File: config.mk
export PLATFORM = sky130hd
export DESIGN_NAME = keyword_number_symbol_lexer_flat
export DESIGN_NICKNAME = d
export VERILOG_FILES = /design/src/design/kns_pkg.sv /design/src/design/kns_if.sv /design/src/design/keyword_number_symbol_lexer.sv /design/src/design/kns_scan.sv /design/src/design/kns_tokq.sv /design/src/flat_wrapper.sv
export SDC_FILE = /design/constraint.sdc
export NUM_CORES = 1
export LEC_CHECK = 0
export ABC_AREA = 1
export BUFFER_PORTS_ARGS = -buffer_cell sky130_fd_sc_hd__buf_2
export CORE_UTILIZATION = 65
export CTS_BUF_LIST = sky130_fd_sc_hd__clkbuf_8
export DETAILED_ROUTE_END_ITERATION = 8
export PLACE_DENSITY = 0.94
export SYNTH_ARGS = -nofsm -noshare
export SYNTH_HDL_FRONTEND = slang
export SYNTH_SLANG_ARGS = --single-unit
export TNS_END_PERCENT = 1
File: constraint.sdc
create_clock -name clk_i -period 7.2 [get_ports clk_i]
set_clock_uncertainty 0.2 [all_clocks]
set_input_delay 0.72 -clock clk_i [delete_from_list [all_inputs] [get_ports clk_i]]
set_output_delay 0.72 -clock clk_i [all_outputs]
set_load 0.01 [all_outputs]
File: src/design/kns_pkg.sv
package kns_pkg;

  localparam int unsigned IDENT_BYTES = 8;
  localparam int unsigned IDX_W       = $clog2(IDENT_BYTES);
  localparam int unsigned CNT_W       = $clog2(IDENT_BYTES + 1);
  localparam int unsigned TEXT_W      = 8 * IDENT_BYTES;

  // token kinds
  localparam logic [4:0] KIND_END      = 5'd0;
  localparam logic [4:0] KIND_NUMBER   = 5'd1;
  localparam logic [4:0] KIND_IDENT    = 5'd2;
  localparam logic [4:0] KIND_SPAWN    = 5'd3;
  localparam logic [4:0] KIND_EVOLVE   = 5'd4;
  localparam logic [4:0] KIND_FITNESS  = 5'd5;
  localparam logic [4:0] KIND_PRESSURE = 5'd6;
  localparam logic [4:0] KIND_PRINT    = 5'd7;
  localparam logic [4:0] KIND_LBRACK   = 5'd8;
  localparam logic [4:0] KIND_RBRACK   = 5'd9;
  localparam logic [4:0] KIND_LPAREN   = 5'd10;
  localparam logic [4:0] KIND_RPAREN   = 5'd11;
  localparam logic [4:0] KIND_PLUS     = 5'd12;
  localparam logic [4:0] KIND_MINUS    = 5'd13;
  localparam logic [4:0] KIND_STAR     = 5'd14;
  localparam logic [4:0] KIND_SLASH    = 5'd15;
  localparam logic [4:0] KIND_EQUAL    = 5'd16;

  // scanner modes
  localparam logic [1:0] MODE_IDLE  = 2'd0;
  localparam logic [1:0] MODE_NUM   = 2'd1;
  localparam logic [1:0] MODE_IDENT = 2'd2;

  localparam logic [7:0] CHAR_NUL = 8'h00;

  // keywords packed first character in lowest byte
  localparam logic [TEXT_W-1:0] KW_SPAWN    = 64'h0000_006E_7761_7073;
  localparam logic [TEXT_W-1:0] KW_EVOLVE   = 64'h0000_6576_6C6F_7665;
  localparam logic [TEXT_W-1:0] KW_FITNESS  = 64'h0073_7365_6E74_6966;
  localparam logic [TEXT_W-1:0] KW_PRESSURE = 64'h6572_7573_7365_7270;
  localparam logic [TEXT_W-1:0] KW_PRINT    = 64'h0000_0074_6E69_7270;
  localparam logic [CNT_W-1:0]  KW_SPAWN_LEN    = 4'd5;
  localparam logic [CNT_W-1:0]  KW_EVOLVE_LEN   = 4'd6;
  localparam logic [CNT_W-1:0]  KW_FITNESS_LEN  = 4'd7;
  localparam logic [CNT_W-1:0]  KW_PRESSURE_LEN = 4'd8;
  localparam logic [CNT_W-1:0]  KW_PRINT_LEN    = 4'd5;

  typedef struct packed {
    logic [4:0]        token_kind;
    logic signed [31:0] number_value;
    logic [TEXT_W-1:0] ident_text;
    logic [CNT_W-1:0]  ident_length;
    logic              ident_truncated;
    logic              last_of_run;
  } token_t;

  // results of one accepted byte, in order
  typedef struct packed {
    logic [1:0] count;
    token_t     tok0;
    token_t     tok1;
  } push_t;

  function automatic logic [4:0] kw_kind(logic [TEXT_W-1:0] text, logic [CNT_W-1:0] len,
                                         logic ovf);
    logic [4:0] k;
    k = KIND_IDENT;
    if (!ovf) begin
      if (len == KW_SPAWN_LEN && text == KW_SPAWN) k = KIND_SPAWN;
      else if (len == KW_EVOLVE_LEN && text == KW_EVOLVE) k = KIND_EVOLVE;
      else if (len == KW_FITNESS_LEN && text == KW_FITNESS) k = KIND_FITNESS;
      else if (len == KW_PRESSURE_LEN && text == KW_PRESSURE) k = KIND_PRESSURE;
      else if (len == KW_PRINT_LEN && text == KW_PRINT) k = KIND_PRINT;
    end
    return k;
  endfunction

  function automatic logic [4:0] sym_kind(logic [7:0] c);
    logic [4:0] k;
    case (c)
      "[":     k = KIND_LBRACK;
      "]":     k = KIND_RBRACK;
      "(":     k = KIND_LPAREN;
      ")":     k = KIND_RPAREN;
      "+":     k = KIND_PLUS;
      "-":     k = KIND_MINUS;
      "*":     k = KIND_STAR;
      "/":     k = KIND_SLASH;
      "=":     k = KIND_EQUAL;
      default: k = KIND_END;
    endcase
    return k;
  endfunction

endpackage

File: src/design/kns_if.sv
interface kns_byte_if;
  logic       valid;
  logic       ready;
  logic [7:0] char_in;

  modport source (output valid, output char_in, input ready);
  modport sink (input valid, input char_in, output ready);
endinterface

interface kns_token_if;
  import kns_pkg::*;
  logic               valid;
  logic               ready;
  logic [4:0]         token_kind;
  logic signed [31:0] number_value;
  logic [TEXT_W-1:0]  ident_text;
  logic [CNT_W-1:0]   ident_length;
  logic               ident_truncated;
  logic               last_of_run;

  modport source (output valid, output token_kind, output number_value, output ident_text,
                  output ident_length, output ident_truncated, output last_of_run,
                  input ready);
  modport sink (input valid, input token_kind, input number_value, input ident_text,
                input ident_length, input ident_truncated, input last_of_run,
                output ready);
endinterface

File: src/design/keyword_number_symbol_lexer.sv
// keyword / number / symbol lexer
//
// src_i carries one source byte per transfer (char_in); a zero byte ends the
// text. tok_o carries tokens: kind, number value, identifier text, length,
// truncation flag and last_of_run, which marks the final token of a byte.
//
// latency: the first token caused by a byte is shown on tok_o in the cycle
// after the byte's transfer when no older token waits ahead of it.
// throughput: one byte per cycle while src_i.ready is high; the scanner does
// the digit accumulate, identifier append and keyword compare combinationally.
// a byte that both closes a pending token and emits one of its own pushes
// two tokens into the three-entry result queue; src_i.ready drops while
// the queue holds two or more tokens, which stalls src_i even when the
// receiver takes a token every cycle. a stalled receiver holds the source
// off with at most three tokens queued, and no token is lost.
// reset: the scanner returns to idle with empty buffers; the queue empties.
module keyword_number_symbol_lexer (
  input logic          clk_i,
  input logic          rst_ni,
  kns_byte_if.sink     src_i,
  kns_token_if.source  tok_o
);
  import kns_pkg::*;

  logic   byte_xfer;   // byte transfer on src_i
  logic   tok_xfer;    // token transfer on tok_o
  logic   space;
  push_t  push;
  token_t head;

  assign src_i.ready = space;
  assign byte_xfer   = src_i.valid && space;
  assign tok_xfer    = tok_o.valid && tok_o.ready;

  // scanner state and the tokens each byte produces
  kns_scan u_scan (
    .clk_i    (clk_i),
    .rst_ni   (rst_ni),
    .char_i   (src_i.char_in),
    .accept_i (byte_xfer),
    .push_o   (push)
  );

  // result queue decouples the scanner from receiver stalls
  kns_tokq u_tokq (
    .clk_i   (clk_i),
    .rst_ni  (rst_ni),
    .push_i  (push),
    .pop_i   (tok_xfer),
    .head_o  (head),
    .valid_o (tok_o.valid),
    .space_o (space)
  );

  assign tok_o.token_kind      = head.token_kind;
  assign tok_o.number_value    = head.number_value;
  assign tok_o.ident_text      = head.ident_text;
  assign tok_o.ident_length    = head.ident_length;
  assign tok_o.ident_truncated = head.ident_truncated;
  assign tok_o.last_of_run     = head.last_of_run;

endmodule

File: src/design/kns_scan.sv
module kns_scan (
  input  logic          clk_i,
  input  logic          rst_ni,
  input  logic [7:0]    char_i,
  input  logic          accept_i,
  output kns_pkg::push_t push_o
);
  import kns_pkg::*;

  logic [1:0]                  mode_q, mode_d;
  logic [31:0]                 acc_q, acc_d;
  logic [IDENT_BYTES-1:0][7:0] ident_q, ident_d;
  logic [CNT_W-1:0]            cnt_q, cnt_d;
  logic                        ovf_q, ovf_d;

  logic        is_space, is_digit, is_word;
  logic [31:0] digit, acc_x10;
  logic        has_close, has_byte;
  token_t      tok_close, tok_byte;

  assign is_space = (char_i == 8'd32) || (char_i >= 8'd9 && char_i <= 8'd13);
  assign is_digit = (char_i >= "0") && (char_i <= "9");
  assign is_word  = (char_i >= "a" && char_i <= "z") || (char_i >= "A" && char_i <= "Z") ||
                    (char_i == "_");
  assign digit    = {28'd0, char_i[3:0]};
  // times ten as two shifts
  assign acc_x10  = {acc_q[28:0], 3'b000} + {acc_q[30:0], 1'b0};

  always_comb begin
    mode_d    = mode_q;
    acc_d     = acc_q;
    ident_d   = ident_q;
    cnt_d     = cnt_q;
    ovf_d     = ovf_q;
    has_close = 1'b0;
    has_byte  = 1'b0;
    tok_close = '0;
    tok_byte  = '0;
    if (mode_q == MODE_NUM && is_digit) begin
      acc_d = acc_x10 + digit;
    end else if (mode_q == MODE_IDENT && is_word) begin
      if (cnt_q < CNT_W'(IDENT_BYTES)) begin
        ident_d[cnt_q[IDX_W-1:0]] = char_i;
        cnt_d = cnt_q + 1'b1;
      end else begin
        ovf_d = 1'b1;
      end
    end else begin
      unique case (mode_q)
        MODE_NUM: begin
          has_close              = 1'b1;
          tok_close.token_kind   = KIND_NUMBER;
          tok_close.number_value = acc_q;
        end
        MODE_IDENT: begin
          has_close                 = 1'b1;
          tok_close.token_kind      = kw_kind(ident_q, cnt_q, ovf_q);
          tok_close.ident_text      = ident_q;
          tok_close.ident_length    = cnt_q;
          tok_close.ident_truncated = ovf_q;
        end
        default: ;
      endcase
      mode_d  = MODE_IDLE;
      acc_d   = '0;
      ident_d = '0;
      cnt_d   = '0;
      ovf_d   = 1'b0;
      if (char_i == CHAR_NUL) begin
        has_byte = 1'b1;
        tok_byte.token_kind = KIND_END;
      end else if (is_space) begin
        has_byte = 1'b0;
      end else if (is_digit) begin
        mode_d = MODE_NUM;
        acc_d  = digit;
      end else if (is_word) begin
        mode_d     = MODE_IDENT;
        ident_d[0] = char_i;
        cnt_d      = CNT_W'(1);
      end else begin
        // symbols, and unknown bytes as end kind
        has_byte = 1'b1;
        tok_byte.token_kind = sym_kind(char_i);
      end
    end
  end

  always_comb begin
    push_o      = '0;
    push_o.tok1 = tok_byte;
    push_o.tok1.last_of_run = 1'b1;
    if (has_close) begin
      push_o.tok0 = tok_close;
      push_o.tok0.last_of_run = !has_byte;
    end else begin
      push_o.tok0 = tok_byte;
      push_o.tok0.last_of_run = 1'b1;
    end
    if (accept_i) begin
      push_o.count = {1'b0, has_close} + {1'b0, has_byte};
    end
  end

  always_ff @(posedge clk_i or negedge rst_ni) begin
    if (!rst_ni) begin
      mode_q  <= MODE_IDLE;
      acc_q   <= '0;
      ident_q <= '0;
      cnt_q   <= '0;
      ovf_q   <= 1'b0;
    end else if (accept_i) begin
      mode_q  <= mode_d;
      acc_q   <= acc_d;
      ident_q <= ident_d;
      cnt_q   <= cnt_d;
      ovf_q   <= ovf_d;
    end
  end

endmodule

File: src/design/kns_tokq.sv
module kns_tokq (
  input  logic            clk_i,
  input  logic            rst_ni,
  input  kns_pkg::push_t  push_i,
  input  logic            pop_i,
  output kns_pkg::token_t head_o,
  output logic            valid_o,
  output logic            space_o
);
  import kns_pkg::*;

  localparam int unsigned QDEPTH = 3;

  token_t     ent_q [QDEPTH];
  token_t     ent_d [QDEPTH];
  logic [1:0] count_q, count_d, base;

  assign head_o  = ent_q[0];
  assign valid_o = (count_q != 2'd0);
  // room for two results after any pop
  assign space_o = (count_q <= 2'd1);

  always_comb begin
    ent_d = ent_q;
    base  = count_q - {1'b0, pop_i};
    if (pop_i) begin
      ent_d[0] = ent_q[1];
      ent_d[1] = ent_q[2];
    end
    if (push_i.count != 2'd0) begin
      ent_d[base] = push_i.tok0;
    end
    if (push_i.count == 2'd2) begin
      ent_d[base + 2'd1] = push_i.tok1;
    end
    count_d = base + push_i.count;
  end

  always_ff @(posedge clk_i or negedge rst_ni) begin
    if (!rst_ni) begin
      count_q <= 2'd0;
    end else begin
      count_q <= count_d;
    end
  end

  always_ff @(posedge clk_i) begin
    ent_q <= ent_d;
  end

endmodule

File: src/flat_wrapper.sv
// flat-port wrapper written by rule: the top's interface ports become plain ports
module keyword_number_symbol_lexer_flat import kns_pkg::*;
  (clk_i, rst_ni, src_i_valid, src_i_char_in, src_i_ready, tok_o_valid, tok_o_token_kind, tok_o_number_value, tok_o_ident_text, tok_o_ident_length, tok_o_ident_truncated, tok_o_last_of_run, tok_o_ready);
  kns_byte_if src_i_i ();
  kns_token_if tok_o_i ();
  input logic clk_i;
  input logic rst_ni;
  input wire logic [$bits(src_i_i.valid)-1:0] src_i_valid;
  input wire logic [$bits(src_i_i.char_in)-1:0] src_i_char_in;
  output wire logic [$bits(src_i_i.ready)-1:0] src_i_ready;
  output wire logic [$bits(tok_o_i.valid)-1:0] tok_o_valid;
  output wire logic [$bits(tok_o_i.token_kind)-1:0] tok_o_token_kind;
  output wire logic [$bits(tok_o_i.number_value)-1:0] tok_o_number_value;
  output wire logic [$bits(tok_o_i.ident_text)-1:0] tok_o_ident_text;
  output wire logic [$bits(tok_o_i.ident_length)-1:0] tok_o_ident_length;
  output wire logic [$bits(tok_o_i.ident_truncated)-1:0] tok_o_ident_truncated;
  output wire logic [$bits(tok_o_i.last_of_run)-1:0] tok_o_last_of_run;
  input wire logic [$bits(tok_o_i.ready)-1:0] tok_o_ready;
  assign src_i_i.valid = src_i_valid;
  assign src_i_i.char_in = src_i_char_in;
  assign src_i_ready = src_i_i.ready;
  assign tok_o_valid = tok_o_i.valid;
  assign tok_o_token_kind = tok_o_i.token_kind;
  assign tok_o_number_value = tok_o_i.number_value;
  assign tok_o_ident_text = tok_o_i.ident_text;
  assign tok_o_ident_length = tok_o_i.ident_length;
  assign tok_o_ident_truncated = tok_o_i.ident_truncated;
  assign tok_o_last_of_run = tok_o_i.last_of_run;
  assign tok_o_i.ready = tok_o_ready;
  keyword_number_symbol_lexer u_core (.clk_i(clk_i), .rst_ni(rst_ni), .src_i(src_i_i), .tok_o(tok_o_i));
endmodule
Yosys cells after proc, flatten, opt, wreduce, memory -nomap -nowiden
Index checks and enable logic that the tools add are counted.
{"block": "totals", "romBits": 0, "mem_bits_rw": 0, "register_bits": 426, "out_inout_bits": 109, "latchBits": 0, "n_memories": 0}
{"block": "classes", "n_eq_ne": 26, "n_mul": 0, "order_cmp": 16, "bitwise": 4, "reduce_logical": 28, "div_mod_pow": 0, "n_addsub": 7, "n_shift": 0, "mux": 64}
{"op": "$bwmux 321", "count": 2}
{"op": "$mux 321", "count": 2}
{"op": "$demux 107 s2", "count": 2}
{"op": "$mux 107", "count": 3}
{"op": "$mux 214", "count": 1}
{"op": "$mux 106", "count": 2}
{"op": "$eq 64x39->1 const B", "count": 2}
{"op": "$mux 64", "count": 2}
{"op": "$mux 32", "count": 3}
{"op": "$mux 69", "count": 1}
{"op": "$bwmux 64", "count": 1}
{"op": "$eq 64x47->1 const B", "count": 1}
{"op": "$eq 64x55->1 const B", "count": 1}
{"op": "$eq 64x63->1 const B", "count": 1}
{"op": "$eq 8x6->1 const B", "count": 8}
{"op": "$mux 5", "count": 11}
{"op": "$pmux 5 s9", "count": 1}
{"op": "$mux 8", "count": 5}
{"op": "$add 32x32->32", "count": 1}
{"op": "$add 32x4->32", "count": 1}
{"op": "$demux 8 s3", "count": 1}
{"op": "$eq 8x7->1 const B", "count": 3}
{"op": "$mux 4", "count": 5}
{"op": "$ge 8x7->1 const B", "count": 2}
{"op": "36 further kinds", "count": 83}

Depth between registers and ports, before layout
Gate-level depths: netlist of run 1.
{"block": "depth", "ltp_word": 16, "depth_mapped": 21, "mapped_depth_nobuf": 20}

Hierarchy
From an unflattened synthesis of run 1, not the netlist that was laid out.
{"block": "unflattened", "cells_unflattened": 4446, "hier_area_um2": 27609.0}
{"mod": "kns_tokq", "area_per_inst_um2": 18604.1, "cells_per_inst": 3059, "n_inst": 1}
{"mod": "kns_scan", "area_per_inst_um2": 8989.9, "cells_per_inst": 1383, "n_inst": 1}
{"mod": "keyword_number_symbol_lexer", "area_per_inst_um2": 15.0, "cells_per_inst": 4, "n_inst": 1}

Least setup slack after synthesis of run 1
No wires, ideal clock.
{"block": "synth_timing", "kind": "in2reg", "start": "input port src_i_char_in[7]", "end": "register u_core.u_tokq.ent_q[213] (netlist bit)", "setup_ps": 126, "t_arrival_ps": 3085, "required_ps": 6874, "stages": 16, "n_path_buf": 2, "path_slack_ps": 3789, "cell_sequence": "nor2_1 nand3_1 nor3b_4 nand2_4 nand3_4 inv_1 ha_1 inv_1 nor2_1 nor2_1 nor2_2 inv_2 buf_2 buf_2 o211ai_1 o21ai_0"}
{"item": "start: declaration", "line_no": "flat_wrapper.sv:9", "rtl": "input wire logic [$bits(src_i_i.char_in)-1:0] src_i_char_in;"}
{"item": "end signal: assignment", "line_no": "kns_tokq.sv:48", "rtl": "ent_q <= ent_d;"}
{"item": "end: declaration", "line_no": "kns_tokq.sv:14", "rtl": "token_t ent_q [QDEPTH];"}

==> results of run 1 <==
-- where the power goes --
part | switching, W | internal (W)
Clock | 0.00102 | 0.00119
Combinational | 0.00231 | 0.00132
Sequential | 0.000519 | 0.00332
Total | 0.00385 | 0.00582
-- synth_stat cells, types with 6 or more instances --
library cell,count,share of area [%]
sky130_fd_sc_hd__nand2_1,806,14
sky130_fd_sc_hd__a21oi_1,383,8.8
sky130_fd_sc_hd__dfxtp_1,321,29
sky130_fd_sc_hd__nor2_1,181,3.1
sky130_fd_sc_hd__o21ai_0,161,3.7
sky130_fd_sc_hd__inv_1,130,2.2
sky130_fd_sc_hd__a211oi_1,125,4.3
sky130_fd_sc_hd__buf_4,113,3.9
sky130_fd_sc_hd__clkbuf_1,108,1.9
sky130_fd_sc_hd__dfrtp_1,105,12
sky130_fd_sc_hd__ha_1,67,3.8
sky130_fd_sc_hd__nand3_1,62,1.4
sky130_fd_sc_hd__a211oi_2,52,3.0
sky130_fd_sc_hd__buf_2,42,0.96
sky130_fd_sc_hd__o22ai_1,30,0.86
sky130_fd_sc_hd__nand2_2,22,0.63
sky130_fd_sc_hd__inv_2,18,0.31
sky130_fd_sc_hd__o21ai_1,18,0.41
sky130_fd_sc_hd__nor3_1,15,0.34
sky130_fd_sc_hd__nand4_1,14,0.40
sky130_fd_sc_hd__a21o_1,11,0.38
sky130_fd_sc_hd__xnor2_1,9,0.36
sky130_fd_sc_hd__a21oi_2,8,0.32
sky130_fd_sc_hd__nand3_2,6,0.28
sky130_fd_sc_hd__nor2_2,6,0.17
sky130_fd_sc_hd__o31ai_1,6,0.21
-- repair_timing --
item	CTS	global route
endpoints found under the setup margin	0	0
endpoints found under the hold margin	30	0
hold buffers	1	0
gates resized for setup	0	0
-- sequential cells by signal, indices dropped and copies added (netlist names) --
name                   cells
u_core.u_scan.acc_q       32
u_core.u_tokq.count_q      2
u_core.u_tokq.ent_q      214
u_core.u_scan.ident_q     64
u_core.u_tokq.head_o     107
u_core.u_scan.mode_q       2
u_core.u_scan.cnt_q        4
u_core.u_scan.ovf_q        1
-- cells by family after synthesis --
group	count (synthesis)
DFF	426
buffers and inverters	425
xor gates and xnor gates	12
and+or+nand+nor	1134
AOI/OAI and AO/OA	818
adders and majority gates	69
-- layer usage --
metal	track usage, %	up-vias	routed length, um
li1	-	9459	-
met1	45.5	9643	24500
met2	58.0	1145	28900
met3	7.29	221	5730
met4	17.3	2	2260
met5	0	-	11
-- through the flow --
stage | worst slack [ps] | instance area [um2] | utilization (%)
3_3_place_gp | 1810 | 21600 | 65.7
2_1_floorplan | 3790 | 21800 | -
3_5_place_dp | 1570 | 21600 | 65.7
6_report | 2030 | 23000 | 70.2
5_1_grt | 1770 | 23000 | 70.2
4_1_cts | 2200 | 23000 | 70.2
-- worst min-delay path: cells and delay by family (launching register included) --
kind            cells  cell delay [ps]
compound gates      1               50
flops               1              310
simple gates        1               60
-- final timing paths --
| check | start | endpoint | slack (ps) | cells after the start |
|---|---|---|---|---|
| max | src_i_char_in[0] | u_core.u_tokq.head_o[58] | 2030 | 19 |
| min | u_core.u_tokq.head_o[25] | u_core.u_tokq.head_o[25] | 260 | 2 |
| max reg2reg | u_core.u_tokq.count_q[1] | u_core.u_tokq.head_o[58] | 2560 | 14 |
| min reg2reg | u_core.u_tokq.head_o[25] | u_core.u_tokq.head_o[25] | 260 | 2 |
| max in group asynchronous | rst_ni | u_core.u_scan.ident_q[30] | 5040 | 3 |
| min in group asynchronous | rst_ni | u_core.u_tokq.count_q[0] | 400 | 2 |
-- layout by cell type, fill, tap and decap left out, types with 8 or more instances in the layout --
| cell | Yosys | final |
|---|---|---|
| sky130_fd_sc_hd__a211oi_2 | 52 | 52 |
| sky130_fd_sc_hd__ha_1 | 67 | 67 |
| sky130_fd_sc_hd__nor3_1 | 15 | 14 |
| sky130_fd_sc_hd__o22ai_1 | 30 | 30 |
| sky130_fd_sc_hd__a211oi_1 | 125 | 125 |
| sky130_fd_sc_hd__nand2_2 | 22 | 23 |
| sky130_fd_sc_hd__clkbuf_8 | 0 | 84 |
| sky130_fd_sc_hd__dfrtp_1 | 105 | 105 |
| sky130_fd_sc_hd__dfxtp_1 | 321 | 321 |
| sky130_fd_sc_hd__a21oi_2 | 8 | 8 |
| sky130_fd_sc_hd__a21oi_1 | 383 | 383 |
| sky130_fd_sc_hd__buf_2 | 42 | 119 |
| sky130_fd_sc_hd__inv_2 | 18 | 18 |
| sky130_fd_sc_hd__nand4_1 | 14 | 14 |
| sky130_fd_sc_hd__buf_4 | 113 | 14 |
| sky130_fd_sc_hd__a21o_1 | 11 | 11 |
| sky130_fd_sc_hd__inv_1 | 130 | 148 |
| sky130_fd_sc_hd__o21ai_1 | 18 | 18 |
| sky130_fd_sc_hd__nand3_1 | 62 | 62 |
| sky130_fd_sc_hd__xnor2_1 | 9 | 9 |
| sky130_fd_sc_hd__nor2_1 | 181 | 181 |
| sky130_fd_sc_hd__o21ai_0 | 161 | 161 |
| sky130_fd_sc_hd__nand2_1 | 806 | 804 |
-- area by class of cell --
cell class,instances,area share (%)
multi-input cells,2033,46.2
repair buffers,136,3.26
clock buffers,84,5.02
diodes,2,0.0217
clock inverters,40,1.32
inverters,150,2.50
well taps,442,2.40
flip-flops and latches,426,39.3
==> tab_implementation.tex, run 1 <==
\begin{tabular}{lr}
\hline
Metric & Value \\
\hline
\multicolumn{2}{l}{\textbf{Floorplan}} \\
\quad Chip Height & 185 um \\
\quad Die Span X & 185 um \\
\quad Die outline area & 34,300 um2 \\
\quad Initial Util & 66.5\% \\
\quad Number of standard-cell rows in the floorplan & 66 \\
\quad Area of the core & roughly 33,000 um2 \\
\quad Total I/O pin count & 121 \\
\multicolumn{2}{l}{\textbf{Cells and area}} \\
\quad Fill cells & 2,541 \\
\quad Fraction of layout cells with a size suffix above 1 & a little over an eighth \\
\quad Final non-filler cell total & 3,313 \\
\quad Footprint of the multi-input gates & 10,600 um2 \\
\quad NumNets Final & 2,897 \\
\quad Reg area & 9050 um2 \\
\quad Signed area change from the synthesized netlist to the final layout & 5.60\% \\
\multicolumn{2}{l}{\textbf{Route}} \\
\quad Number of nets with antenna violations after detailed routing & 0 \\
\quad Length of the first detailed-routing pass in iterations & 8 \\
\quad Total wire length & 61,500 um \\
\quad Number of DRC markers after the initial detailed-route iteration & 2,623 \\
\quad Post-route DRC & 0 \\
\quad Detail-routed net length per standard cell & 18.6 um \\
\quad Total via count in the routed design & roughly 20,000 \\
\quad Via density per instance & a little over 6 \\
\multicolumn{2}{l}{\textbf{Yosys}} \\
\quad Multiplexer share of the synthesized area & 0\% \\
\quad Top\_reg\_cell synth & sky130\_fd\_sc\_hd\_\_dfxtp\_1 \\
\quad Mean Syn Cell Area & 7.56 um2 \\
\quad Proportion of register bits with asynchronous set or reset after synthesis & 24.6\% \\
\quad Net count of the mapped netlist & 2,965 \\
\quad Synthesized-area fraction occupied by and/or/nand/nor cells & 21.3\% \\
\quad Seq cells post-synth & roughly 430 \\
\quad Adder-cell share of the synthesized area & 4.03\% \\
\quad Number of distinct standard cells referenced by the synthesized netlist & between 50 and 60 \\
\quad Count of mapped cells out of synthesis & between 2,000 and 3,000 \\
\quad Total standard cell area after synthesis & 21,800 um2 \\
\quad Sequential fraction of the synthesis area & 41.5\% \\
\quad Largest family of logic cells by synthesized area & compound AO/OA/AOI/OAI gates \\
\quad Compound-cell area share of the yosys netlist & 22.8\% \\
\quad Xor and xnor fraction of the mapped netlist area & 0.482\% \\
\quad Number of enable flip-flop cells after synthesis & 0 \\
\quad Syn. warnings & 0 \\
\multicolumn{2}{l}{\textbf{Clock network}} \\
\quad Latest clock arrival within the worst-skew pair & roughly 620 ps \\
\quad Buffers inserted by post-CTS timing repair & 0 \\
\quad Clock tree from TritonCTS & built \\
\quad Number of buffers created by CTS & 69 \\
\quad Clock-pin transition on the worst setup and hold timing paths & 70 ps \\
\quad Sinks on the clock net & 426 \\
\quad Number of buffers on the longest clock path & 3 \\
\quad Root buffer cell & sky130\_fd\_sc\_hd\_\_clkbuf\_8 \\
\quad \# H-tree levels & 3 \\
\multicolumn{2}{l}{\textbf{Pwr}} \\
\quad Leakage power & 11.1 nW \\
\quad Pwr Total & roughly 0.0097 W \\
\quad Largest voltage drop on the vdd net & 237 uV \\
\quad Power density over the cells & 420 nW/um2 \\
\multicolumn{2}{l}{\textbf{Critical path}} \\
\quad Largest delay contributor family on the critical path & buffers and inverters \\
\quad Library cell contributing the largest single delay on the critical path & sky130\_fd\_sc\_hd\_\_inv\_4 \\
\quad Buf+Inv Stages, Crit Path & 6 \\
\quad CP Cell Sequence & buf\_2, inv\_1, nand2\_1, nor2\_2, nand2\_1, nand3\_2, nand2\_4, a2111oi\_0, ha\_1, inv\_1, nor2\_1, nor2\_1, inv\_1, nand2\_2, inv\_4, buf\_4, nand2\_1, nand2\_1, a21oi\_1 \\
\quad Critical Path End Type & register \\
\quad Largest stage delay on the critical path & between 800 and 900 ps \\
\quad Class of the most critical setup path & input port to register \\
\quad Required time at the worst-slack endpoint & 7500 ps \\
\quad Data arrival time of the worst path & 5480 ps \\
\quad Cell occurring most often along the worst timing path & sky130\_fd\_sc\_hd\_\_nand2\_1 \\
\quad Critical Path Start Type & input port \\
\quad CP max FO & 55 \\
\multicolumn{2}{l}{\textbf{STA}} \\
\quad Final count of hold timing violations & 0 \\
\quad Max Clock Freq & 0.193 GHz \\
\quad Total count of max-transition violations in the final report & 0 \\
\quad Minimum hold slack & 261 ps \\
\quad Worst slew margin & 14.2\% \\
\quad Final critical-path required period & 5170 ps \\
\quad Setup violation total in the final timing report & 0 \\
\quad Final period utilization & between 70\% and 80\% \\
\quad Slew at the pin closest to its max-slew limit & 1290 ps \\
\quad Total Negative Setup Slacks & 0 ps \\
\quad Setup repair after global routing missed its margin & no \\
\multicolumn{2}{l}{\textbf{Place}} \\
\quad Number of I/O port buffers & 120 \\
\quad Post-placement cell count & 3,186 \\
\quad HPWL reported at the end of detailed placement & 39,300 um \\
\quad Final estimated routing congestion in global placement & 0.961 \\
\multicolumn{2}{l}{\textbf{GRT}} \\
\quad Number of global-route vias before repair & approximately 20,000 \\
\quad Total track usage & 35.8\% \\
\quad Initial antenna violation count & 3 \\
\quad First-pass GRT wire length & 98,300 um \\
\quad Total overflow reported by the global router & 0 \\
\quad Pin count of the biggest net entering global routing & 207 \\
\multicolumn{2}{l}{\textbf{Outcome}} \\
\quad Result of the run & completed \\
\multicolumn{2}{l}{\textbf{Worst hold path}} \\
\quad Type of the most critical hold path & register to register \\
\multicolumn{2}{l}{\textbf{Run}} \\
\quad Number of maximum-capacitance constraint violations & 0 \\
\hline
\end{tabular}
Power figures use the tool's default switching activity.
==> run 2, diff against run 1 <==
Settings changed: CORE_UTILIZATION 65 to 58, PLACE_DENSITY 0.94 to 0.89.
Clock period 7.2 ns to 4.2 ns, I/O delays scaled along.
==> run 2 against run 1 <==
  * Die area rose by 12%
  * Sequential power up 70%
  * Global-route usage shrank 4.8 points
  * Register-to-register slack got worse by 1900 ps
  * Critical path type is now register to register
==> tab_implementation.tex, run 2 (synthesized netlist as in run 1, its figures left out) <==
\begin{tabular}{lr}
\hline
Metric & Value \\
\hline
\multicolumn{2}{l}{\textbf{Outcome}} \\
\quad Result of the run & completed \\
\multicolumn{2}{l}{\textbf{GRT}} \\
\quad First-pass GRT wire length & 97,400 um (-0.94\%) \\
\quad Number of global-route vias before repair & 19,326 (-1.1\%) \\
\quad Pin count of the biggest net entering global routing & 106 (-49\%) \\
\quad Initial antenna violation count & 5 (+2) \\
\quad Total track usage & 31.0\% (-4.8 points) \\
\quad Total overflow reported by the global router & 0 (unchanged) \\
\multicolumn{2}{l}{\textbf{Floorplan}} \\
\quad Total I/O pin count & 121 (unchanged) \\
\quad Number of standard-cell rows in the floorplan & 70 (+6.1\%) \\
\quad Initial Util & 59.3\% (-7.2 points) \\
\quad Area of the core & 36,800 um2 (+12\%) \\
\quad Die Span X & 196 um (+5.8\%) \\
\quad Die outline area & 38,400 um2 (+12\%) \\
\quad Chip Height & 196 um (+5.8\%) \\
\multicolumn{2}{l}{\textbf{Pwr}} \\
\quad Pwr Total & 0.0165 W (+71\%) \\
\quad Share of power burned in combinational logic & 37.4\% (about the same) \\
\quad Power density over the cells & 709 nW/um2 (+69\%) \\
\quad Net switching power of the design & 0.00643 W (+67\%) \\
\quad Clock share of power & 23.1\% (+0.3 points) \\
\quad Power share of the sequential group & 39.5\% (-0.2 points) \\
\quad Sw Share & 38.9\% (-0.90 points) \\
\quad Leakage power & 11.2 nW (+1.4\%) \\
\quad Internal power & 0.0101 W (+73\%) \\
\quad Largest voltage drop on the vdd net & 352 uV (+48\%) \\
\multicolumn{2}{l}{\textbf{Run}} \\
\quad Number of maximum-capacitance constraint violations & 0 (unchanged) \\
\multicolumn{2}{l}{\textbf{Cells and area}} \\
\quad Top library cells by usage in the layout, fill and taps aside & sky130\_fd\_sc\_hd\_\_nand2\_1 (804), sky130\_fd\_sc\_hd\_\_a21oi\_1 (383), sky130\_fd\_sc\_hd\_\_dfxtp\_1 (321) \\
\quad Max FFs per register & 214 (unchanged) \\
\quad Final non-filler cell total & 3,361 (+1.4\%) \\
\quad Most common cell after layout, fill and taps aside & sky130\_fd\_sc\_hd\_\_nand2\_1 \\
\quad Fill cells & 3,127 (+23\%) \\
\quad Fraction of layout cells with a size suffix above 1 & 13.7\% (+0.55 points) \\
\quad Largest reg by FF count & u\_core.u\_tokq.ent\_q \\
\quad Signed area change from the synthesized netlist to the final layout & 6.89\% \\
\quad NumNets Final & 2,917 (+0.69\%) \\
\multicolumn{2}{l}{\textbf{Critical path}} \\
\quad CP max FO & 55 (unchanged) \\
\quad R2r startpoint & u\_core.u\_tokq.count\_q[1] \\
\quad Register-to-Register Setup Slack & 620 ps (-1940 ps) \\
\quad Required time at the worst-slack endpoint & 4490 ps (-3010 ps) \\
\quad Largest stage delay on the critical path & 470 ps (-370 ps) \\
\quad Library cell contributing the largest single delay on the critical path & sky130\_fd\_sc\_hd\_\_inv\_4 \\
\quad Data arrival time of the worst path & 3870 ps (-1610 ps) \\
\quad CP Cell Sequence & inv\_2, nand2\_1, nand2\_4, inv\_6, ha\_1, xnor2\_1, inv\_2, nor2\_1, nand2\_2, inv\_4, buf\_12, nand2\_1, nand2\_1, a21oi\_1 \\
\quad Critical Path Start Type & register \\
\quad Cell occurring most often along the worst timing path & sky130\_fd\_sc\_hd\_\_nand2\_1 \\
\quad Launching element of the worst setup path & u\_core.u\_tokq.count\_q[1] \\
\quad Class of the most critical setup path & register to register \\
\quad Critical Path End Type & register \\
\multicolumn{2}{l}{\textbf{STA}} \\
\quad Final count of hold timing violations & 0 (unchanged) \\
\quad Minimum hold slack & 33.3 ps (-228 ps) \\
\quad Final period utilization & between 80\% and 90\% \\
\quad Setup violation total in the final timing report & 0 (unchanged) \\
\quad Final critical-path required period & 3580 ps \\
\quad Max Clock Freq & 0.280 GHz \\
\quad Total Negative Setup Slacks & 0 ps (unchanged) \\
\quad Total count of max-transition violations in the final report & 0 (unchanged) \\
\quad Worst slew margin & 27.2\% (+13 points) \\
\quad Slew at the pin closest to its max-slew limit & 1090 ps (-194 ps) \\
\quad Setup repair after global routing missed its margin & no \\
\quad Worst setup slack after layout & 624 ps (-1400 ps) \\
\multicolumn{2}{l}{\textbf{Clock network}} \\
\quad Clock tree from TritonCTS & built \\
\quad Root buffer cell & sky130\_fd\_sc\_hd\_\_clkbuf\_8 \\
\quad Buffers inserted by post-CTS timing repair & 0 (unchanged) \\
\quad Sinks on the clock net & 426 (unchanged) \\
\quad Clock-pin transition on the worst setup and hold timing paths & 70 ps (about the same) \\
\quad Number of buffers on the longest clock path & 3 (unchanged) \\
\quad Latest clock arrival within the worst-skew pair & 640 ps (+20 ps) \\
\quad Number of buffers created by CTS & 71 (+2.9\%) \\
\quad \# H-tree levels & 3 (unchanged) \\
\multicolumn{2}{l}{\textbf{Place}} \\
\quad Final estimated routing congestion in global placement & 1.01 (+4.8\%) \\
\quad Post-placement cell count & 3,230 (+1.4\%) \\
\quad HPWL reported at the end of detailed placement & 40,000 um (+1.8\%) \\
\quad Number of I/O port buffers & 120 (unchanged) \\
\quad Pre-CTS setup slack & 217 ps (-1350 ps) \\
\multicolumn{2}{l}{\textbf{Worst hold path}} \\
\quad Min-Delay Startpoint & src\_i\_char\_in[1] \\
\quad Type of the most critical hold path & input port to register \\
\multicolumn{2}{l}{\textbf{Route}} \\
\quad Number of DRC markers after the initial detailed-route iteration & 1,867 (-29\%) \\
\quad Total via count in the routed design & 19,938 (-2.6\%) \\
\quad Detail-routed net length per standard cell & 17.9 um (-3.5\%) \\
\quad Total wire length & 60,100 um (-2.1\%) \\
\quad Length of the first detailed-routing pass in iterations & 6 (-2) \\
\quad Via density per instance & 5.93 (-4.0\%) \\
\quad Number of nets with antenna violations after detailed routing & 0 (unchanged) \\
\quad Post-route DRC & 0 (unchanged) \\
\hline
\end{tabular}
run 2: cell types whose count changed in the layout (fill, tap and decap cells not counted), sizes merged:
cell    previous run  this run
clkbuf            84        87
clkinv             8         9
diode              2         1
inv              177       178
buf              135       153
run 2: worst paths after layout:
kind                                       endpoint  depth (start not counted)
max                        u_core.u_tokq.head_o[51]                         14
min                        u_core.u_scan.ident_q[9]                          3
max reg2reg                u_core.u_tokq.head_o[51]                         14
min reg2reg                u_core.u_tokq.head_o[25]                          2
max in group asynchronous   u_core.u_scan.acc_q[10]                          3
min in group asynchronous  u_core.u_scan.ident_q[1]                          2
run 2: power groups by stage:
stage	Combinational [W]	Clock [W]	Sequential (W)
6_report	0.00618	0.00382	0.00654
5_1_grt	0.00689	0.00403	0.00668
4_1_cts	0.00613	0.00385	0.00650
3_5_place_dp	0.00609	0	0.00657
3_3_place_gp	0.00575	0	0.00650
2_1_floorplan	0.00520	0	0.00631
run 2: layout make-up:
class                      instances  area, um2  share of cell area (%)
multi-input combinational       2033      10600                    45.6
sequential                       426       9050                    38.8
clock buffer                      87       1200                    5.14
timing repair buffer             154        986                    4.23
tap                              468        586                    2.51
inverter                         150        576                    2.47
clock inverter                    42        279                    1.20
antenna                            1       2.50                  0.0107
run 2: through the flow:
step / cell area [um2] / util (%)
final: 23300 / 63.4
after global routing: 23300 / 63.4
after CTS: 23300 / 63.4
after detailed placement: 21800 / 59.3
after global placement: 21800 / 59.3
after floorplan: 21800 / -
run 2: critical path: cells and delay by family (launching register included):
family                     cells  cell delay [ps]
buffers and inverters          5             1260
adders and majority gates      1              310
DFF                            1              420
xor gates and xnor gates       1              260
and+or+nand+nor                6              890
AOI/OAI and AO/OA              1               50
run 2: what timing repair did:
action / 4_1_cts / 5_1_grt
resized for setup: 0 / 0
hold buffers: 1 / 0
setup endpoints to repair: 0 / 0
endpoints found under the hold margin: 41 / 0
run 2: per-layer routing:
metal  wire length (um)  vias to the layer above  global-route usage (%)
li1                   -                     9520                       -
met5                 52                        -                       0
met3               4750                      165                    6.27
met2              28400                      906                    50.5
met1              25000                     9339                    40.0
met4               1950                        8                    13.0
